### src/hdl/dlm_pkg.sv
`timescale 1ns / 1ps
// ----------------------------------------------------------------------------
// dlm_pkg
// Shared types and constants for the fully connected layer engine.
// ----------------------------------------------------------------------------
package dlm_pkg;

  localparam int MAX_IN     = 1024;
  localparam int MAX_OUT    = 64;
  localparam int FRAC_BITS  = 12;

  localparam int VAL_W      = 16;
  localparam int ROW_W      = $clog2(MAX_OUT);
  localparam int COL_W      = $clog2(MAX_IN);
  localparam int W_ADDR_W   = ROW_W + COL_W;
  localparam int W_DEPTH    = MAX_OUT * MAX_IN;
  localparam int IN_SIZE_W  = 11;
  localparam int OUT_SIZE_W = 7;
  localparam int PROD_W     = 2 * VAL_W;
  localparam int ACC_W      = 48;
  localparam int CFG_W      = IN_SIZE_W;
  localparam int CFG_IDX_W  = 1;

  localparam logic [IN_SIZE_W-1:0]  IN_SIZE_RST  = IN_SIZE_W'(1024);
  localparam logic [OUT_SIZE_W-1:0] OUT_SIZE_RST = OUT_SIZE_W'(64);
  localparam logic [IN_SIZE_W-1:0]  N_IN_MAX     = IN_SIZE_W'(MAX_IN);
  localparam logic [OUT_SIZE_W-1:0] N_OUT_MAX    = OUT_SIZE_W'(MAX_OUT);

  localparam logic [CFG_IDX_W-1:0] CFG_IN_SIZE  = 1'b0;
  localparam logic [CFG_IDX_W-1:0] CFG_OUT_SIZE = 1'b1;

  localparam logic signed [ACC_W-1:0] ROUND_HALF = ACC_W'(1) << (FRAC_BITS - 1);
  localparam logic signed [ACC_W-1:0] Q_MAX      = ACC_W'((1 << (VAL_W - 1)) - 1);
  localparam logic signed [ACC_W-1:0] Q_MIN      = ACC_W'(-(1 << (VAL_W - 1)));

  typedef enum logic [1:0] {
    CMD_WEIGHT = 2'd0,
    CMD_BIAS   = 2'd1,
    CMD_INPUT  = 2'd2,
    CMD_RUN    = 2'd3
  } cmd_t;

  typedef enum logic [2:0] {
    S_IDLE,
    S_ROW,
    S_MAC,
    S_DRAIN,
    S_EMIT
  } state_t;

  typedef struct packed {
    cmd_t                    command;
    logic [ROW_W-1:0]        row;
    logic [COL_W-1:0]        column;
    logic signed [VAL_W-1:0] value;
  } in_word_t;

  typedef struct packed {
    logic [ROW_W-1:0]        out_index;
    logic signed [VAL_W-1:0] out_value;
    logic                    saturated;
    logic                    last;
  } out_word_t;

  typedef struct packed {
    logic             load;
    logic             acc_clr;
    logic             mac_issue;
    logic             emit;
    logic             last;
    logic [ROW_W-1:0] row;
    logic [COL_W-1:0] col;
  } dp_cmd_t;

  typedef struct packed {
    logic pipe_empty;
  } dp_stat_t;

endpackage

### src/hdl/dlm_ctrl.sv
`timescale 1ns / 1ps
// ----------------------------------------------------------------------------
// dlm_ctrl
// Sequencer: accepts command words, walks rows and columns of a run.
// ----------------------------------------------------------------------------
module dlm_ctrl (
  input  logic                             clk,
  input  logic                             rst_n,
  input  logic                             start,
  input  dlm_pkg::cmd_t                    command,
  input  logic [dlm_pkg::IN_SIZE_W-1:0]    in_size,
  input  logic [dlm_pkg::OUT_SIZE_W-1:0]   out_size,
  input  dlm_pkg::dp_stat_t                stat,
  output dlm_pkg::dp_cmd_t                 cmd,
  output logic                             busy
);

  dlm_pkg::state_t                   state_r, state_nxt;
  logic [dlm_pkg::ROW_W-1:0]         row_r, row_nxt;
  logic [dlm_pkg::COL_W-1:0]         col_r, col_nxt;
  logic [dlm_pkg::IN_SIZE_W-1:0]     n_in_r, n_in_nxt;
  logic [dlm_pkg::OUT_SIZE_W-1:0]    n_out_r, n_out_nxt;
  logic [dlm_pkg::IN_SIZE_W-1:0]     n_in_clamp;
  logic [dlm_pkg::OUT_SIZE_W-1:0]    n_out_clamp;
  logic                              col_last;
  logic                              row_last;

  assign n_in_clamp  = (in_size > dlm_pkg::N_IN_MAX) ? dlm_pkg::N_IN_MAX : in_size;
  assign n_out_clamp = (out_size > dlm_pkg::N_OUT_MAX) ? dlm_pkg::N_OUT_MAX : out_size;
  assign col_last = (dlm_pkg::IN_SIZE_W'(col_r) + dlm_pkg::IN_SIZE_W'(1)) == n_in_r;
  assign row_last = (dlm_pkg::OUT_SIZE_W'(row_r) + dlm_pkg::OUT_SIZE_W'(1)) == n_out_r;

  always_ff @(posedge clk) begin
    if (!rst_n) begin
      state_r <= dlm_pkg::S_IDLE;
      row_r   <= '0;
      col_r   <= '0;
      n_in_r  <= '0;
      n_out_r <= '0;
    end else begin
      state_r <= state_nxt;
      row_r   <= row_nxt;
      col_r   <= col_nxt;
      n_in_r  <= n_in_nxt;
      n_out_r <= n_out_nxt;
    end
  end

  // next state and counters
  always_comb begin
    state_nxt = state_r;
    row_nxt   = row_r;
    col_nxt   = col_r;
    n_in_nxt  = n_in_r;
    n_out_nxt = n_out_r;
    unique case (state_r)
      dlm_pkg::S_IDLE: begin
        if (start && command == dlm_pkg::CMD_RUN && n_out_clamp != '0) begin
          n_in_nxt  = n_in_clamp;
          n_out_nxt = n_out_clamp;
          row_nxt   = '0;
          state_nxt = dlm_pkg::S_ROW;
        end
      end
      dlm_pkg::S_ROW: begin
        col_nxt   = '0;
        state_nxt = (n_in_r == '0) ? dlm_pkg::S_DRAIN : dlm_pkg::S_MAC;
      end
      dlm_pkg::S_MAC: begin
        col_nxt = col_r + dlm_pkg::COL_W'(1);
        if (col_last) begin
          state_nxt = dlm_pkg::S_DRAIN;
        end
      end
      dlm_pkg::S_DRAIN: begin
        if (stat.pipe_empty) begin
          state_nxt = dlm_pkg::S_EMIT;
        end
      end
      dlm_pkg::S_EMIT: begin
        if (row_last) begin
          state_nxt = dlm_pkg::S_IDLE;
        end else begin
          row_nxt   = row_r + dlm_pkg::ROW_W'(1);
          state_nxt = dlm_pkg::S_ROW;
        end
      end
      default: state_nxt = dlm_pkg::S_IDLE;
    endcase
  end

  // outputs
  always_comb begin
    busy          = (state_r != dlm_pkg::S_IDLE);
    cmd           = '0;
    cmd.row       = row_r;
    cmd.col       = col_r;
    cmd.last      = row_last;
    cmd.load      = start && !busy && command != dlm_pkg::CMD_RUN;
    cmd.acc_clr   = (state_r == dlm_pkg::S_ROW);
    cmd.mac_issue = (state_r == dlm_pkg::S_MAC);
    cmd.emit      = (state_r == dlm_pkg::S_EMIT);
  end

endmodule

### config.mk
export PLATFORM = sky130hd
export DESIGN_NAME = dlm_ctrl
export DESIGN_NICKNAME = d
export VERILOG_FILES = /design/src/hdl/dlm_pkg.sv /design/src/hdl/dlm_ctrl.sv
export SDC_FILE = /design/constraint.sdc
export NUM_CORES = 1
export LEC_CHECK = 0
export ABC_AREA = 1
export BUFFER_PORTS_ARGS = -buffer_cell sky130_fd_sc_hd__buf_2
export CAP_MARGIN = 20
export CORE_MARGIN = 10
export CORE_UTILIZATION = 44
export CTS_CLUSTER_DIAMETER = 30
export DETAILED_ROUTE_END_ITERATION = 16
export PLACE_DENSITY_LB_ADDON = 0.08
export RECOVER_POWER = 50
export REMOVE_ABC_BUFFERS = 1
export SYNTH_ARGS = -nofsm -noshare
export SYNTH_HDL_FRONTEND = slang
export SYNTH_SLANG_ARGS = --single-unit
export TNS_END_PERCENT = 30
### constraint.sdc
create_clock -name clk -period 2.55 [get_ports clk]
set_clock_uncertainty 0.1 [all_clocks]
set_input_delay 0 -clock clk [delete_from_list [all_inputs] [get_ports clk]]
set_output_delay 0 -clock clk [all_outputs]
set_load 0.05 [all_outputs]
==> out/metrics.yaml, run 1 <==
synthesis:
  yosysSeqAreaShare_pct: 33.33
  syn_area_um2: 2222
  synthCells: 338
  ys_warn_count: 0
  synthArstFlopShare_pct: 0
  synth-seq-cells: 37
  synth_edf_count: 0
  synth_cell_types: 34
  synth_ff_type: "dfxtp_1"
  synth_area_per_cell_um2: 6.574
clock_tree:
  clkTransAtPathRegs_ns: 0.08
  htreeDepth: 2
  clk_latency_ns: 0.30
  post_cts_resized: 0
  clockBufferDepth: 2
  cts-root-buf: "clkbuf_8"
  numCtsBuffers: 5
  cts_tree: "done"
  cts.sinks: 37
worst_setup_path:
  path_cells: "dlygate4sd3_1, buf_2, nor2_1, nand3_1, nor2_1, nor3_2, nand2_4, or2_1, inv_2, nand2_1, dlygate4sd3_1, a21oi_1"
  slowest_delay_ns: 0.56
  required_ns: 2.67
  criticalPathCategory: "primary input to flop"
  cpMaxStageDelayCell: "dlygate4sd3_1"
  endpoint_kind: "flop"
  cp_max_fo: 26
  cp-start-kind: "primary input"
  crit_family: "buffers and inverters"
  arrival_ns: 2.38
  crit_buf_inv: 4
placement:
  place_congestion: 0.8327
  placed_area_um2: 2509
  dpl.hpwl_um: 4498
  port_buffers: 45
power_and_ir_drop:
  ir_worst_vdd_v: 0.0005684
  p_leak_nw: 1.206
  power.density_nw_per_um2: 617.7
floorplan:
  rows: 25
  die_y_um: 91.07
  core_um2: 4817
  die_width_um: 91.07
  die_area_um2: 8293
  boundaryPins: 46
  start_util_pct: 46.13
timing:
  finalSetupTns_ns: 0
  drv_slew: 0
  slew-limit-headroom_pct: 41.87
  finalCriticalPeriod_ns: 2.254
  fmax_ghz: 0.4437
  finalHoldViolations: 0
  max_slew.worst_pin.slew_ns: 0.8710
  rsz0062_at_grt: "no"
  period_share_pct: 88.39
  setup_violations: 0
layout:
  design_area_um2: 2816
  area_delta_synth_final_pct: 26.75
  nFillCells: 527
  drive_gt1_share_pct: 14.99
  post-route-util_pct: 58.47
  num_antenna_cells: 0
  fin_nets: 432
run:
  maxCapViolCount: 0
global_routing:
  grt_pass1_wl_um: 10630
  grt_max_degree: 27
  grt_use_total_pct: 15.15
  overflow: 0
  antenna_found_initial: 0
  grt_pass1_vias: 2233
detailed_routing:
  wl_um: 6195
  first_iter_violations: 155
  drtAntennaViolNets: 0
  wl_per_cell_um: 13.07
  vias: 2327
  drc: 0
  drt_first_pass_iters: 4
  drt-vias-per-instance: 4.909
status:
  status: "finished clean"
min_path:
  hp-class: "primary input to flop"
cells in the mapped netlist (2+ instances only):
master | instances | area share (%)
o21ai_1 | 5 | 1.1
a211oi_1 | 3 | 1.0
nand3_2 | 3 | 1.4
inv_1 | 38 | 6.4
clkbuf_1 | 6 | 1.0
clkinv_1 | 2 | 0.34
a21oi_1 | 23 | 5.2
a22oi_1 | 10 | 3.4
nor4_1 | 6 | 1.7
nor2_2 | 2 | 0.56
nand3b_1 | 5 | 1.7
a21oi_2 | 3 | 1.2
nor2_1 | 35 | 5.9
o21ai_0 | 2 | 0.45
ha_1 | 2 | 1.1
nor2_4 | 3 | 1.5
nand4_1 | 2 | 0.56
inv_2 | 4 | 0.68
dfxtp_1 | 37 | 33
xor2_1 | 2 | 0.79
nand2_2 | 2 | 0.56
nand2_1 | 103 | 17
nand2_4 | 5 | 2.5
nand3_1 | 25 | 5.6
final cells by class:
cell class / count / area, µm² / area share [%]
Sequential cell: 37 / 740.7 / 26.30
Inverter: 44 / 165.2 / 5.864
Clock buffer: 5 / 68.82 / 2.443
Timing Repair Buffer: 68 / 425.4 / 15.10
Tap cell: 67 / 83.83 / 2.976
Clock inverter: 3 / 46.29 / 1.644
Multi-Input combinational cell: 250 / 1286 / 45.67
tightest hold or removal path, stage by stage:
cell     delay [ns]
buf_2          0.09
or2_1          0.11
inv_2          0.05
nand2_1        0.06
a21oi_1        0.05
per-stage QoR:
stage | setup slack, ns | hold slack [ns] | power [W] | std cells
after global routing | 0.09011 | 0.01675 | 0.001846 | 474
after global placement | 0.6644 | 0.1548 | 0.001209 | 444
after floorplan | 0.3726 | 0.02279 | 0.001062 | 331
after detailed placement | 0.6359 | 0.1625 | 0.001210 | 444
final | 0.2960 | 0.01021 | 0.001740 | 474
after CTS | 0.3093 | 0.001471 | 0.001765 | 474
where the power goes:
part	switching, W	internal [W]	leakage [nW]
registers	0.0000427	0.000615	0.299
logic	0.000403	0.000153	0.852
clock network	0.000233	0.000293	0.0543
total	0.000678	0.00106	1.21
cell families after synthesis:
family	synth area share (%)
xor+xnor	1.802
simple gates	41.44
flops	33.33
buf+inv	8.784
compound gates	13.51
fa+ha+maj	1.126
flip-flops by register name, summed over array words and instances (netlist names):
| signal | cells |
|---|---|
| n_out_r | 7 |
| n_in_r | 11 |
| state_r | 3 |
| col_r | 10 |
| row_r | 6 |
timing repair:
item / in CTS / in global routing
buffers inserted: 0 / 0
hold buffers: 22 / 0
endpoints found under the hold margin: 23 / 0
layer usage:
metal  global-route usage, %  share of wire, %  wire length (µm)
met4                   3.525              0.74                46
met1                   19.69                50              3076
met3                   4.691               5.1               315
met5                       0                 0                 0
met2                   23.87                45              2757
worst paths after layout:
check	from	end	slack (ns)	cells after the start
worst min register to register	n_out_r[5]$_SDFFE_PN0P_	n_out_r[5]$_SDFFE_PN0P_	0.39	2
worst max-delay path	out_size[5]	n_out_r[3]$_SDFFE_PN0P_	0.30	12
worst max register to register	state_r[1]$_SDFFE_PN0P_	n_out_r[3]$_SDFFE_PN0P_	0.32	9
worst min-delay path	out_size[6]	n_out_r[0]$_SDFFE_PN0P_	0.01	5
placed cells by master, fill, tap and decap left out, drive strengths merged, types with 2 or more instances in the layout:
cell type / netlist / layout
nand2: 110 / 110
inv: 42 / 42
nor2: 40 / 40
dfxtp: 37 / 37
nand3: 28 / 28
buf: 1 / 26
a21oi: 26 / 26
clkbuf: 6 / 25
dlygate4sd3: 0 / 22
a22oi: 10 / 10
o21ai: 8 / 8
nor4: 6 / 6
nand3b: 6 / 6
a211oi: 3 / 3
clkinv: 2 / 3
nand4: 3 / 3
xor2: 2 / 2
ha: 2 / 2
nor3: 2 / 2
No activity file was read; power rests on OpenSTA's default activity.
==> inputs of run 2 (changes only) <==
--- a/config.mk
+++ b/config.mk
@@ -9,9 +9,11 @@
 export BUFFER_PORTS_ARGS = -buffer_cell sky130_fd_sc_hd__buf_2
 export CAP_MARGIN = 20
 export CORE_MARGIN = 10
-export CORE_UTILIZATION = 44
+export CORE_UTILIZATION = 55
+export CTS_BUF_LIST = sky130_fd_sc_hd__clkbuf_4 sky130_fd_sc_hd__clkbuf_8
 export CTS_CLUSTER_DIAMETER = 30
 export DETAILED_ROUTE_END_ITERATION = 16
+export HOLD_SLACK_MARGIN = 0.05
 export PLACE_DENSITY_LB_ADDON = 0.08
 export RECOVER_POWER = 50
 export REMOVE_ABC_BUFFERS = 1
==> out/metrics.yaml, run 2 (synthesized netlist as in run 1, its figures left out) <==
timing:
  setup_ws_ns: 0.2300  # was 0.2960 ns
  period_share_pct: 90.98  # was 88.39%
  finalSetupTns_ns: 0  # unchanged
  max_slew.worst_pin.slew_ns: 0.7431  # was 0.8710 ns
  setup_violations: 0  # unchanged
  fmax_ghz: 0.4310  # was 0.4437 GHz
  finalCriticalPeriod_ns: 2.320  # was 2.254 ns
  rsz0062_at_grt: "no"  # unchanged
  drv_slew: 0  # unchanged
  whs_ns: 0.1162  # was 0.01021 ns
  finalHoldViolations: 0  # unchanged
  slew-limit-headroom_pct: 50.41  # was 41.87%
layout:
  final_cell_mix: "103 x nand2_1, 38 x inv_1, 37 x dfxtp_1"  # unchanged
  reg_top3: "n_in_r (11), col_r (10), n_out_r (7)"  # unchanged
  largest_reg_flops: 11  # unchanged
  final_common_cell: "nand2_1"  # unchanged
  nFillCells: 347  # was 527
  fin_nets: 436  # was 432
  post-route-util_pct: 71.91  # was 58.47%
  largest-register: "n_in_r"  # unchanged
  drive_gt1_share_pct: 14.84  # was 14.99%
  area_delta_synth_final_pct: 27.59  # was 26.75%
  design_area_um2: 2835  # was 2816 µm²
  num_antenna_cells: 0  # unchanged
worst_setup_path:
  ff2ff_setup_slack_ns: 0.24  # was 0.32 ns
  criticalPathCategory: "primary input to flop"  # unchanged
  crit_buf_inv: 4  # unchanged
  cpMaxStageDelayCell: "dlygate4sd3_1"  # unchanged
  cp_max_fo: 26  # unchanged
  path_cells: "dlygate4sd3_1, buf_2, nor2_1, nand3_1, nor2_1, nor3_2, nand2_4, or2_1, inv_2, nand2_1, dlygate4sd3_1, a21oi_1"  # unchanged
  crit_end: "n_out_r[3]$_SDFFE_PN0P_"  # unchanged
  required_ns: 2.68  # was 2.67 ns
  rr_endpoint: "n_out_r[3]$_SDFFE_PN0P_"  # unchanged
  r2r_cells: 9  # unchanged
  startpoint: "out_size[3]"  # was out_size[5]
  rr_startpoint: "state_r[1]$_SDFFE_PN0P_"  # unchanged
  arrival_ns: 2.45  # was 2.38 ns
  endpoint_kind: "flop"  # unchanged
  cp_num_cells: 12  # unchanged
  crit_family: "buffers and inverters"  # unchanged
  cp-start-kind: "primary input"  # unchanged
  slowest_delay_ns: 0.58  # was 0.56 ns
detailed_routing:
  first_iter_violations: 136  # was 155
  drtAntennaViolNets: 0  # unchanged
  drc: 0  # unchanged
  vias: 2393  # was 2327
  drt_first_pass_iters: 4  # unchanged
  wl_per_cell_um: 13.21  # was 13.07 µm
  drt-vias-per-instance: 5.191  # was 4.909
  wl_um: 6090  # was 6195 µm
placement:
  placed_area_um2: 2487  # was 2509 µm²
  place_congestion: 0.8322  # was 0.8327
  dp_slack_ns: 0.5957  # was 0.6359 ns
  dpl.hpwl_um: 4297  # was 4498 µm
  port_buffers: 45  # unchanged
floorplan:
  rows: 23  # was 25
  die_y_um: 83.56  # was 91.07 µm
  start_util_pct: 56.36  # was 46.13%
  boundaryPins: 46  # unchanged
  die_area_um2: 6982  # was 8293 µm²
  core_um2: 3943  # was 4817 µm²
  die_width_um: 83.56  # was 91.07 µm
clock_tree:
  numCtsBuffers: 5  # unchanged
  postCtsSetupBuffers: 0  # unchanged
  cts.sinks: 37  # unchanged
  clk_latency_ns: 0.30  # about the same
  htreeDepth: 2  # unchanged
  clkTransAtPathRegs_ns: 0.08  # about the same
  cts-root-buf: "clkbuf_8"  # unchanged
  clockBufferDepth: 2  # unchanged
  cts_tree: "done"  # unchanged
min_path:
  hp-class: "primary input to flop"  # unchanged
global_routing:
  grt_use_total_pct: 17.85  # was 15.15%
  grt_max_degree: 27  # unchanged
  grt_pass1_wl_um: 10850  # was 10630 µm
  overflow: 0  # unchanged
  grt_pass1_vias: 2393  # was 2233
  antenna_found_initial: 0  # unchanged
power_and_ir_drop:
  ir_worst_vdd_v: 0.0005361  # was 0.0005684 V
  power.density_nw_per_um2: 613.8  # was 617.7 nW/µm²
  p_leak_nw: 1.225  # was 1.206 nW
run:
  maxCapViolCount: 0  # unchanged
status:
  status: "finished clean"  # unchanged
-- run 2: timing repair --
item                                    4_1_cts  5_1_grt
endpoints found under the setup margin        0        0
resized for setup                             0        0
hold buffers                                 26        0
endpoints found under the hold margin        24        0
-- run 2: routing by layer --
metal  vias up  wire, µm  global-route usage, %
li1       1244         -                      -
met1      1060      2792                  21.36
met2        77      2722                  29.20
met3        12       474                  5.762
met4         0       101                  6.088
met5         -         0                      0
-- run 2: how the worst min path moves through the flow --
stage | slack, ns | end | startpoint | cells after the start
final | 0.12 | state_r[2]$_SDFFE_PN0P_ | start | 5
after global routing | 0.16 | state_r[2]$_SDFFE_PN0P_ | start | 5
after CTS | 0.10 | state_r[2]$_SDFFE_PN0P_ | start | 5
after detailed placement | 0.16 | n_in_r[5]$_SDFFE_PN0P_ | in_size[5] | 3
after global placement | 0.15 | n_in_r[9]$_SDFFE_PN0P_ | in_size[9] | 3
after floorplan | 0.02 | row_r[0]$_SDFFE_PN0P_ | rst_n | 2
-- run 2: layout make-up --
class	count	area (µm²)	area share [%]
sequential	37	740.7	26.13
multi-input combinational	250	1286	45.37
clock inverter	3	46.29	1.633
clock buffer	5	68.82	2.427
timing repair buffer	72	465.4	16.42
tap	50	62.56	2.207
inverter	44	165.2	5.825
-- run 2: worst register-to-register path: cells and delay by family, from the launching register on --
| kind | cells | cell delay, ns |
|---|---|---|
| AND/OR/NAND/NOR | 5 | 0.93 |
| flip-flops | 1 | 0.35 |
| AO/OA/AOI/OAI | 1 | 0.12 |
| buffers and inverters | 3 | 0.74 |
-- run 2: metrics by stage --
stage          total power, W  std cells
5_1_grt              0.001835        461
2_1_floorplan        0.001062        331
3_5_place_dp         0.001203        427
6_report             0.001740        461
4_1_cts              0.001753        461
3_3_place_gp         0.001201        427
-- run 2: power breakdown --
part | internal [W] | total (W) | switching, W
Clock | 0.000293 | 0.000518 | 0.000225
Combinational | 0.000158 | 0.000564 | 0.000406
Sequential | 0.000615 | 0.000658 | 0.0000433
